--- src/rtl/lpht_pkg.sv ---
// Shared types and constants for the linear probe hash table.
// No dependencies.
`timescale 1ns / 1ps
package lpht_pkg;
	localparam logic [63:0] FNV_BASIS = 64'hCBF29CE484222325;
	localparam logic [63:0] HASH_MULT = 64'h00000100000001B3;
	localparam int          HASH_MULT_SHIFT = 40;
	localparam logic [8:0]  HASH_MULT_LOW = 9'h1B3;

	typedef enum logic [1:0] {
		CMD_GET    = 2'd0,
		CMD_INSERT = 2'd1,
		CMD_REMOVE = 2'd2,
		CMD_CLEAR  = 2'd3
	} cmd_t;

	typedef enum logic [1:0] {
		ST_DONE    = 2'd0,
		ST_MISSING = 2'd1,
		ST_FULL    = 2'd2
	} status_t;

	typedef enum logic [3:0] {
		S_INIT,
		S_IDLE,
		S_HASH,
		S_HOME,
		S_READ,
		S_CHECK,
		S_WRITE,
		S_CLEAR,
		S_OUT
	} state_t;

	typedef struct packed {
		logic load;
		logic hash_step;
		logic set_home;
		logic probe_step;
		logic clr_start;
		logic clr_step;
		logic finish;
	} ctl_t;

	typedef struct packed {
		logic hash_last;
		logic clr_last;
		logic slot_live;
		logic slot_used;
		logic key_match;
		logic scan_last;
	} sts_t;
endpackage

--- src/rtl/lpht_ctrl.sv ---
// Controller state machine for the linear probe hash table.
// Uses lpht_pkg; drives lpht_dp.
`timescale 1ns / 1ps
module lpht_ctrl (
	input  logic            clk,
	input  logic            arst_n,
	input  logic            in_fire,
	input  lpht_pkg::cmd_t  cmd,
	input  logic            out_busy,
	input  lpht_pkg::sts_t  sts,
	output lpht_pkg::ctl_t  ctl,
	output logic            idle
);
	lpht_pkg::state_t state_q, state_d;

	always_ff @(posedge clk or negedge arst_n) begin
		if (!arst_n) begin
			state_q <= lpht_pkg::S_INIT;
		end else begin
			state_q <= state_d;
		end
	end

	always_comb begin
		state_d = state_q;
		ctl = '0;
		idle = 1'b0;
		unique case (state_q)
			lpht_pkg::S_INIT: begin
				ctl.clr_step = 1'b1;
				if (sts.clr_last) state_d = lpht_pkg::S_IDLE;
			end
			lpht_pkg::S_IDLE: begin
				idle = !out_busy;
				if (in_fire) begin
					ctl.load = 1'b1;
					state_d = (cmd == lpht_pkg::CMD_CLEAR) ? lpht_pkg::S_CLEAR
						: lpht_pkg::S_HASH;
					if (cmd == lpht_pkg::CMD_CLEAR) ctl.clr_start = 1'b1;
				end
			end
			lpht_pkg::S_HASH: begin
				ctl.hash_step = 1'b1;
				if (sts.hash_last) state_d = lpht_pkg::S_HOME;
			end
			lpht_pkg::S_HOME: begin
				ctl.set_home = 1'b1;
				state_d = lpht_pkg::S_READ;
			end
			lpht_pkg::S_READ: state_d = lpht_pkg::S_CHECK;
			lpht_pkg::S_CHECK: begin
				if ((sts.slot_live && sts.key_match) || !sts.slot_used || sts.scan_last)
					state_d = lpht_pkg::S_WRITE;
				else begin
					ctl.probe_step = 1'b1;
					state_d = lpht_pkg::S_READ;
				end
			end
			lpht_pkg::S_WRITE: begin
				ctl.finish = 1'b1;
				state_d = lpht_pkg::S_OUT;
			end
			lpht_pkg::S_CLEAR: begin
				ctl.clr_step = 1'b1;
				if (sts.clr_last) begin
					ctl.finish = 1'b1;
					state_d = lpht_pkg::S_OUT;
				end
			end
			lpht_pkg::S_OUT: state_d = lpht_pkg::S_IDLE;
			default: state_d = lpht_pkg::S_IDLE;
		endcase
	end
endmodule

--- config.mk ---
export PLATFORM = sky130hd
export DESIGN_NAME = lpht_ctrl
export DESIGN_NICKNAME = d
export VERILOG_FILES = /design/src/rtl/lpht_pkg.sv /design/src/rtl/lpht_ctrl.sv
export SDC_FILE = /design/constraint.sdc
export NUM_CORES = 1
export LEC_CHECK = 0
export ABC_CLOCK_PERIOD_IN_PS = 1550
export BUFFER_PORTS_ARGS = -buffer_cell sky130_fd_sc_hd__buf_2
export CORE_AREA = 4 4 41 43
export CTS_BUF_LIST = sky130_fd_sc_hd__clkbuf_4 sky130_fd_sc_hd__clkbuf_8 sky130_fd_sc_hd__clkbuf_16
export CTS_CLUSTER_DIAMETER = 60
export CTS_CLUSTER_SIZE = 40
export DETAILED_ROUTE_END_ITERATION = 8
export DIE_AREA = 0 0 45 47
export SKIP_LAST_GASP = 1
export SLEW_MARGIN = 20
export SYNTH_ARGS = -nofsm -noshare
export SYNTH_HDL_FRONTEND = slang
export SYNTH_SLANG_ARGS = --single-unit
--- constraint.sdc ---
create_clock -name clk -period 1.55 [get_ports clk]
set_input_delay 0.2325 -clock clk [delete_from_list [all_inputs] [get_ports clk]]
set_output_delay 0.2325 -clock clk [all_outputs]
set_load 0.02 [all_outputs]
==> out/qor.yml <==
floorplanning:
  die_w_um: 45
  die_h_um: 47
  coreArea_um2: 1301
  die_area_um2: 2115
  num_rows: 13
  ioPinCount: 20
  start_util: 0.3163
logic_synthesis:
  synth.distinct_cells: 28
  synthArstFlopShare: 1.000
  synth_flop_cell: "dfrtp_1"
  ys_seq_elements: 4
  synth_area_um2: 411.6
  synth_area_leader_cell: "dfrtp_1"
  synth_warnings: 0
  synth-edff-count: 0
  synth_area_leaders: "dfrtp_1 (24%), nor3b_1 (7.3%), and3_1 (6.1%), a211oi_4 (4.9%), nor3_4 (4.0%)"
  yosys.area.top_type_share: 0.2432
  seq_area_frac_synth: 0.2432
  syn_inst: 46
  syn_nets: 58
  syn_area_per_cell_um2: 8.949
  netlist_top_cells_count: "and3_1 (4), dfrtp_1 (4), nor3b_1 (4)"
clock_tree:
  cts_max_path_buffers: 2
  cts_tree: "yes"
  cts_buffers: 3
  cts_max_level: 1
  insertion_delay_ns: 0.23
  clk_pin_slew_ns: 0.04
  cts_root_buf: "clkbuf_4"
  cts_sinks: 4
placement:
  dp.cells: 78
  place_area_um2: 511.7
  gp_congestion: 0.7542
  place_ws_ns: 0.06455
  port-buffer-count: 19
  place_hpwl_um: 782
timing:
  fmax_ghz: 0.6510
  tns_ns: 0
  relSlewSlack: 0.8281
  drv_slew: 0
  rsz0062_at_grt: "yes"
  finClkSkew_ns: 0.0004791
  period_share: 0.9910
  setup_violations: 0
  fin_ws_ns: 0.01394
  finalHoldViolations: 0
  tightest_slew_ns: 0.2561
  finalCriticalPeriod_ns: 1.536
power_and_ir_drop:
  p_leak_uw: 0.0003102
  power.density_nw_per_um2: 2111
  ir_drop_v: 0.001126
  power_uw: 1358
route:
  vias: 458
  first_iter_violations: 1
  ant_nets: 0
  wl_per_cell_um: 12.47
  drt_wl_total_um: 1110
  dr.pass1.iters: 2
  drc: 0
  via_per_inst: 5.146
global_route:
  grt_antenna_before_repair: 0
  grt_overflow: 0
  grt_pass1_wl_um: 1821
  grt_usage: 0.1228
  grt_pass1_vias: 436
  grt_max_degree: 9
critical_path:
  worst_setup_path_end_kind: "primary output"
  cp_max_fo: 8
  critPathBufInv: 1
  path_class: "reg2out"
  required_ns: 1.32
  path_cells: "nor2_4 > and3_4 > and3_1 > buf_6"
  crit_slowest_cell: "dfrtp_2"
  critPathTopFamily: "simple AND/OR/NAND/NOR gates"
  worstSetupStartpointType: "flip-flop"
  max_stage_delay_ns: 0.47
  crit_arrival_ns: 1.30
layout:
  instances_no_fill: 89
  top_regs: "state_q x4"
  num-nets-final: 88
  drive_above_1_share: 0.6622
  top_register: "state_q"
  largest_reg_flops: 4
  area_growth_pct: 56.23
  stdcell_area_um2: 643.1
  diodes: 0
worst_hold_path:
  hp-class: "in2reg"
job:
  max-cap-violations: 0
run_status:
  status: "finished clean"
-- cell families after synthesis --
kind of cell    after synthesis  synth area share
compound gates               11            0.2796
buf+inv                       6           0.08816
flops                         4            0.2432
simple gates                 25            0.3891
-- metrics by stage --
| stage | hold WS (ns) | utilization |
|---|---|---|
| floorplan | -0.06309 | - |
| global placement | 0.04276 | 0.3933 |
| detailed placement | 0.04176 | 0.3933 |
| CTS | 0.3225 | 0.4635 |
| global route | 0.3302 | 0.4942 |
| finish | 0.3129 | 0.4942 |
-- path summary, 6_finish.rpt --
check / start / to / slack, ns / depth (start not counted)
setup / recovery: state_q[2] / ctl[2] / 0.01 / 4
hold reg to reg: state_q[3] / state_q[3] / 0.69 / 2
hold / removal: sts[4] / state_q[2] / 0.31 / 4
setup reg to reg: state_q[0] / state_q[0] / 0.07 / 5
max in group asynchronous: arst_n / state_q[1] / 1.09 / 2
min in group asynchronous: arst_n / state_q[3] / 0.33 / 2
-- repair_timing --
| item | 4_1_cts | 5_1_grt |
|---|---|---|
| setup endpoints to repair | 8 | 10 |
| gates resized for setup | 9 | 7 |
| pin swaps | 3 | 3 |
| hold buffers | 1 | 0 |
| hold endpoints to repair | 4 | 0 |
| setup buffers | 5 | 2 |
-- per-layer routing --
| metal | vias up | GRT usage | routed length [µm] |
|---|---|---|---|
| li1 | 223 | - | - |
| met1 | 221 | 0.1261 | 415 |
| met2 | 14 | 0.2175 | 594 |
| met3 | 0 | 0.06513 | 100 |
| met4 | 0 | 0.03509 | 0 |
| met5 | - | 0 | 0 |
-- tightest hold or removal path: cells and delay by family --
family	cells	cell delay [ns]
buf+inv	2	0.15
simple gates	1	0.06
compound gates	1	0.05
-- area by class of cell --
| class | instances | area (µm²) |
|---|---|---|
| clock buffers | 3 | 22.52 |
| repair buffers | 29 | 178.9 |
| multi-input cells | 36 | 311.5 |
| flip-flops and latches | 4 | 103.9 |
| inverters | 2 | 7.507 |
| well taps | 15 | 18.77 |
| fillers | 144 | 658.1 |
-- cells in the final DEF, fill, tap and decap left out, types with 3 or more instances in the layout --
master    instances
buf_2            17
buf_4             9
clkbuf_4          3
dfrtp_2           3
nand2_1           3
nor3b_1           3
-- where the power goes --
group,leakage (µW),switching (µW),internal [µW],total [µW]
sequential,0.0000468,113,163,276
combinational,0.000250,450,503,953
clock,0.0000138,41.6,86.5,128
total,0.000310,605,753,1360
Power figures use the tool's default switching activity.
